`src/rtl/core/hnm_pkg.sv`:
```
// Shared types, sizes and helpers of the Hamming nearest-match block.
// No dependencies; the top level and hnm_dist refer to it by scoped names.

package hnm_pkg;

	// Pattern store geometry
	localparam int MAX_LEVELS  = 16;
	localparam int MAX_ENTRIES = 512;
	localparam int DEPTH       = MAX_LEVELS * MAX_ENTRIES;
	localparam int ADDR_W      = $clog2(DEPTH);
	localparam int LEVEL_W     = (MAX_LEVELS > 1) ? $clog2(MAX_LEVELS) : 1;
	localparam int ENTRY_W     = (MAX_ENTRIES > 1) ? $clog2(MAX_ENTRIES) : 1;
	localparam int NLEV_W      = $clog2(MAX_LEVELS + 1);
	localparam int NENT_W      = $clog2(MAX_ENTRIES + 1);

	// Fixed field widths
	localparam int LEVEL_IN_W  = 4;
	localparam int ENTRY_IN_W  = 9;
	localparam int QIDX_W      = 10;
	localparam int WORD_W      = 64;
	localparam int NUM_WORDS   = 4;
	localparam int DESC_W      = WORD_W * NUM_WORDS;
	localparam int PC_W        = $clog2(WORD_W + 1);
	localparam int DIST_W      = 9;
	localparam int FRAC_W      = 8;
	localparam int RATIO_W     = 9;
	localparam int PROD_W      = RATIO_W + DIST_W;

	localparam logic [DIST_W-1:0] DIST_NONE = DIST_W'(DESC_W);

	// Configuration port
	localparam int CFG_IDX_W  = 3;
	localparam int CFG_DATA_W = 10;
	localparam int ALEV_W     = 5;
	localparam int EPL_W      = 10;
	localparam int THR_W      = 9;

	typedef enum logic [CFG_IDX_W-1:0] {
		CFG_ACTIVE_LEVELS = 3'd0,
		CFG_ENTRIES       = 3'd1,
		CFG_THRESHOLD     = 3'd2,
		CFG_RATIO         = 3'd3
	} cfg_reg_t;

	typedef enum logic {
		OP_LOAD  = 1'b0,
		OP_QUERY = 1'b1
	} op_t;

	typedef enum logic [1:0] {
		ST_IDLE,
		ST_SCAN,
		ST_DRAIN
	} state_t;

	// Tag that travels with each store read through the distance pipeline
	typedef struct packed {
		logic               vld;
		logic [LEVEL_W-1:0] lev;
		logic [ENTRY_W-1:0] ent;
	} tag_t;

	// Balanced adder tree: pair, nibble, byte, 16-bit, half-word and word sums
	function automatic logic [PC_W-1:0] popcount64(input logic [WORD_W-1:0] x);
		logic [1:0] p2  [32];
		logic [2:0] p4  [16];
		logic [3:0] p8  [8];
		logic [4:0] p16 [4];
		logic [5:0] p32 [2];
		for (int i = 0; i < 32; i++) begin
			p2[i] = 2'(x[2*i]) + 2'(x[2*i+1]);
		end
		for (int i = 0; i < 16; i++) begin
			p4[i] = 3'(p2[2*i]) + 3'(p2[2*i+1]);
		end
		for (int i = 0; i < 8; i++) begin
			p8[i] = 4'(p4[2*i]) + 4'(p4[2*i+1]);
		end
		for (int i = 0; i < 4; i++) begin
			p16[i] = 5'(p8[2*i]) + 5'(p8[2*i+1]);
		end
		for (int i = 0; i < 2; i++) begin
			p32[i] = 6'(p16[2*i]) + 6'(p16[2*i+1]);
		end
		return PC_W'(p32[0]) + PC_W'(p32[1]);
	endfunction

endpackage

```
`src/rtl/core/hnm_dist.sv`:
```
// Distance stage: XOR of query and stored descriptor, registered word popcounts.
// Depends on hnm_pkg for sizes, the tag type and the popcount helper.

module hnm_dist (
	input  logic                          clk,
	input  logic                          arst_n,
	input  logic [hnm_pkg::DESC_W-1:0]    query,
	input  logic [hnm_pkg::DESC_W-1:0]    pattern,
	input  hnm_pkg::tag_t                 tag_s1,
	output hnm_pkg::tag_t                 tag_s2,
	output logic [hnm_pkg::DIST_W-1:0]    dist_s2
);

	logic [hnm_pkg::DESC_W-1:0]                         diff;
	logic [hnm_pkg::NUM_WORDS-1:0][hnm_pkg::PC_W-1:0]   pc_s2;

	assign diff = query ^ pattern;

	always_ff @(posedge clk or negedge arst_n) begin
		if (!arst_n) begin
			tag_s2 <= '0;
		end else begin
			tag_s2 <= tag_s1;
		end
	end

	always_ff @(posedge clk) begin
		for (int w = 0; w < hnm_pkg::NUM_WORDS; w++) begin
			pc_s2[w] <= hnm_pkg::popcount64(diff[w*hnm_pkg::WORD_W +: hnm_pkg::WORD_W]);
		end
	end

	always_comb begin
		dist_s2 = '0;
		for (int w = 0; w < hnm_pkg::NUM_WORDS; w++) begin
			dist_s2 = dist_s2 + hnm_pkg::DIST_W'(pc_s2[w]);
		end
	end

endmodule

```
`config.mk`:
```
export PLATFORM = sky130hd
export DESIGN_NAME = hnm_dist
export DESIGN_NICKNAME = d
export VERILOG_FILES = /design/src/rtl/core/hnm_pkg.sv /design/src/rtl/core/hnm_dist.sv
export SDC_FILE = /design/constraint.sdc
export NUM_CORES = 1
export LEC_CHECK = 0
export BUFFER_PORTS_ARGS = -buffer_cell sky130_fd_sc_hd__buf_2
export CORE_AREA = 8 8 207 209
export CTS_CLUSTER_SIZE = 28
export DETAILED_ROUTE_END_ITERATION = 10
export DIE_AREA = 0 0 215 217
export HOLD_SLACK_MARGIN = 0.1
export PLACE_DENSITY = 0.6
export SLEW_MARGIN = 20
export SYNTH_ARGS = -nofsm -noshare
export SYNTH_HDL_FRONTEND = slang
export SYNTH_SLANG_ARGS = --single-unit
export TNS_END_PERCENT = 5
```
`constraint.sdc`:
```
create_clock -name clk -period 5.1 [get_ports clk]
set_clock_uncertainty 0.1 [all_clocks]
set_input_delay 0.765 -clock clk [delete_from_list [all_inputs] [get_ports clk]]
set_output_delay 0.765 -clock clk [all_outputs]
set_load 0.01 [all_outputs]
```
* After elaboration in Yosys (flattened, before gate mapping) *
Cells that the tools add are included.
Widths: inputs -> output; s select.

storage, ports and cells
  memories = 0
  RAM bits = 0
  logic and storage cells = 263
  bits in latches = 0
  bits in read-only memories = 0
  input port bits = 528
  register bits after elaboration = 42

cells by class
  muxes and demuxes = 0
  order comparisons = 0
  bitwise gates (word level) = 1
  multipliers = 0
  reductions and logical operators = 0
  shift operators = 0
  divide/modulo/power cells = 0
  $add $sub $neg = 255
  eq/ne operators = 0

operators by type and width
  kind               count
  $add 1x1->2        128
  $xor 256x256->256  1
  $add 2x2->3        64
  $add 3x3->4        32
  $add 4x4->5        16
  $add 5x5->6        8
  $add 6x6->7        4
  $add 8x7->9        1
  $add 9x7->9        1
  $add 7x7->8        1

* Depth between registers and ports, before layout *
  depth in word-level cells = 7
  gate-level depth with buffers = 22
  depth with buffers taken out = 22

* Worst setup path after synthesis *
OpenSTA, ideal clock, no wires.

  path type = input-to-reg
  from = input port pattern[79] in the netlist's numbering
  to = register pc_s2[13] in the netlist's numbering
  library setup time = 0.117 ns
  arrival time = 6.337 ns
  required time = 4.883 ns
  stages = 19
  path buffers = 0
  setup slack = -1.454 ns
  path through = xor2_1 > fa_1 > inv_1 > fa_1 > inv_1 > fa_1 > fa_1 > fa_1 > fa_1 > inv_1 > fa_1 > fa_1 > inv_1 > ha_1 > fa_1 > a211oi_1 > nor2_1 > o21ai_0 > nand2b_1

between the ends
  word-level cells in the longest chain between the ends = 7

ends and longest elaborated chain
  element                          RTL line        RTL
  from (decl)                      hnm_dist.sv:8   input logic [hnm_pkg::DESC_W-1:0] pattern,
  $xor 256x256->256                hnm_dist.sv:17  assign diff = query ^ pattern;
  $add 1x1->2                      hnm_pkg.sv:71   p2[i] = 2'(x[2*i]) + 2'(x[2*i+1]);
  $add 2x2->3                      hnm_pkg.sv:74   p4[i] = 3'(p2[2*i]) + 3'(p2[2*i+1]);
  $add 3x3->4                      hnm_pkg.sv:77   p8[i] = 4'(p4[2*i]) + 4'(p4[2*i+1]);
  $add 4x4->5                      hnm_pkg.sv:80   p16[i] = 5'(p8[2*i]) + 5'(p8[2*i+1]);
  $add 5x5->6                      hnm_pkg.sv:83   p32[i] = 6'(p16[2*i]) + 6'(p16[2*i+1]);
  $add 6x6->7                      hnm_pkg.sv:85   return PC_W'(p32[0]) + PC_W'(p32[1]);
  to (signal, indexed assignment)  hnm_dist.sv:29  pc_s2[w] <= hnm_pkg::popcount64(diff[w*hnm_pkg::WORD_W +: hnm_pkg::WORD_W]);
  to (decl)                        hnm_dist.sv:15  logic [hnm_pkg::NUM_WORDS-1:0][hnm_pkg::PC_W-1:0] pc_s2;

Every way passes these cells.

* Final worst setup path *
  from = input port query[229] in the netlist's numbering
  to = register pc_s2[27] in the netlist's numbering

between the ends
  word-level cells in the longest chain between the ends = 7

ends and longest elaborated chain
  element            RTL line        RTL
  from (decl)        hnm_dist.sv:7   input logic [hnm_pkg::DESC_W-1:0] query,
  $xor 256x256->256  hnm_dist.sv:17
  $add 1x1->2        hnm_pkg.sv:71
  $add 2x2->3        hnm_pkg.sv:74
  $add 3x3->4        hnm_pkg.sv:77
  $add 4x4->5        hnm_pkg.sv:80
  $add 5x5->6        hnm_pkg.sv:83
  $add 6x6->7        hnm_pkg.sv:85

Every way passes these cells.

==> impl_metrics.toml <==
[global_routing]
overflow = 0
grt_pass1_wl_um = 49100
grt_max_degree = 15
grt_pass1_vias = 9747
antenna_found_initial = 0
grtUsageTotal_pct = 12.9

[timing]
rsz0062_at_grt = "yes"
setup_viol = 28
hold_slack_ns = 0.252
relSlewSlack_pct = 72.8
timing.final.crit_period_ns = 6.31
hold_viol_final = 0
min_period_over_period_pct = 124
clock.fmax_mhz = 158
fin_ws_ns = -1.21
worstMarginPinSlew_ns = 0.405
drv_slew = 0

[floorplanning]
start_util_pct = 25.8
coreArea_um2 = 39500
die_area_um2 = 46700
pin_count = 551
die_w_um = 215
num_rows = 73
dieHeight_um = 217

[place]
placed_area_um2 = 13900
numPortBuffers = 550
place_congestion = 0.890
dp_slack_ns = -1.71
hpwlAfterDp_um = 30000

[critical_path]
worstSetupPathType = "input pin to flip-flop"
path_max_fanout = 2
crit_family = "adder cells"
worstSetupStartpointType = "input pin"
crit_chain = "buf_6 > xnor2_2 > fa_1 > inv_2 > fa_1 > inv_2 > fa_1 > inv_1 > fa_1 > inv_2 > fa_1 > fa_1 > fa_1 > fa_1 > inv_2 > ha_4 > fa_2 > a21o_1 > a21o_1 > a21oi_2 > o21bai_1"
cp-end-kind = "flip-flop"
max_stage_delay_ns = 0.56
cp.arrival_ns = 6.37
path_common_cell = "fa_1"
path_buf_inv = 6
crit_slowest_cell = "fa_1"
required_ns = 5.16

[clocking]
clock_sinks = 42
cts_tree = "built"
clkTransAtPathRegs_ns = 0.07
htree_levels = 2
cts_root_buf = "clkbuf_16"
cts_buffers = 5
cts_buffer_depth = 2
postCtsSetupRepairBufs = 0

[detailed_routing]
remaining_drc_errors = 0
drt_wl_total_um = 30800
drt_pass1_iterations = 7
wl_per_cell_um = 15.0
ant_nets = 0
vias_per_cell = 3.86
via_count = 7920
initialDrtViolationCount = 159

[synthesis]
yosysTopAreaCell = "fa_1"
syn_area_per_cell_um2 = 10.8
synth.distinct_cells = 26
ys_seq_area_share_pct = 8.96
synth_cells = 938
synth.top_cell.area_share_pct = 44.3
synth_seq_cells = 42
syn-num-nets = 1765
ys.flop_type = "dfxtp_1"
synthArstFlopShare_pct = 33.3
ys_warn_count = 0
synth-edff-count = 0
netlist_area_um2 = 10200
synth_area_leaders = "fa_1, xor2_1, xnor2_1, ha_1, inv_1"
synthTopCellsByCount = "inv_1, fa_1, xor2_1"
yosysMostFrequentCell = "inv_1"

[layout]
finalNetCount = 2354
multi_input_area_um2 = 8630
syn_to_final_growth_pct = 39.9
fillCellCount = 4052
n_antenna_cell = 0
final_util_pct = 36.0
seqCellArea_um2 = 911
layout-drive-gt1-share_pct = 41.8
fin_area_um2 = 14200

[status]
outcome = "complete, but fails checks"
violations = "negative setup slack"

[hold_path]
min_path_type = "input pin to async pin"

[flow_run]
cap_violations = 0
-- kinds of logic (layout without fill, tap and decap cells) --
| kind of cell | count (synthesis) | in the layout | synth area share (%) |
|---|---|---|---|
| and+or+nand+nor | 24 | 24 | 1.17 |
| xor gates and xnor gates | 277 | 277 | 23.9 |
| buffers and inverters | 231 | 821 | 8.53 |
| AOI/OAI and AO/OA | 65 | 65 | 4.05 |
| DFF | 42 | 42 | 8.96 |
| adders and majority gates | 299 | 299 | 53.4 |
-- cell type report --
cell class / instances / area share, %
Clock buffer: 6 / 0.907
Clock inverter: 2 / 0.0968
Inverter: 231 / 6.10
Multi-Input combinational cell: 665 / 60.7
Sequential cell: 42 / 6.41
Tap cell: 525 / 4.62
Timing Repair Buffer: 582 / 21.2
-- cells in the final DEF, fill, tap and decap left out, types with 3 or more instances in the layout --
cell type  netlist  final
nand2_1          4      4
a21oi_2          0      4
fa_1           225    219
a211oi_2         0      8
a21o_1           9      9
clkbuf_16        0      5
xnor2_2          0      8
fa_2             0      6
dfxtp_1         28     28
nor2b_1          4      3
nor2_1           9      9
buf_6            0      3
xor2_2           0      7
buf_4            0     32
ha_4             0      4
xnor2_1        135    127
o21bai_1         7      7
inv_1          230    223
a21oi_1         19     15
inv_2            1      8
dfrtp_1         14     14
xor2_1         142    135
o21ai_0         13     11
ha_1            74     68
buf_2            0    547
-- layer usage --
layer / share of wire, % / track usage [%] / vias to the layer above
li1: - / - / 3914
met1: 41 / 15.7 / 3771
met2: 54 / 24.9 / 231
met3: 4.8 / 2.15 / 4
met4: 0.18 / 0.635 / 0
met5: 0 / 0 / -
-- registers in the layout (all words and copies together), names as in the netlist --
register and flops:
tag_s2 14, pc_s2 28
-- worst paths after layout --
kind	startpoint	end	slack, ns	cells after the start
max	query[229]	pc_s2[27]$_DFF_P_	-1.21	21
min	arst_n	tag_s2[13]$_DFF_PN0_	0.25	1
max in group asynchronous	arst_n	tag_s2[8]$_DFF_PN0_	4.42	1
min in group clk	tag_s1[13]	tag_s2[13]$_DFF_PN0_	0.48	1
-- through the flow --
step                instances  TNS, ns
CTS                      2053   -26.07
detailed placement       2045   -36.47
global route             2053   -30.11
global placement         2045   -36.05
floorplan                 938   -25.66
finish                   2053   -24.38
-- repair_timing --
item	CTS	global route
endpoints found under the hold margin	0	0
setup endpoints to repair	28	28
gates resized for setup	21	20
hold buffers	0	0
pin swaps	21	16
Power is not shown: default switching activity piles up to over one toggle a cycle in this logic, so the estimate is an artifact.
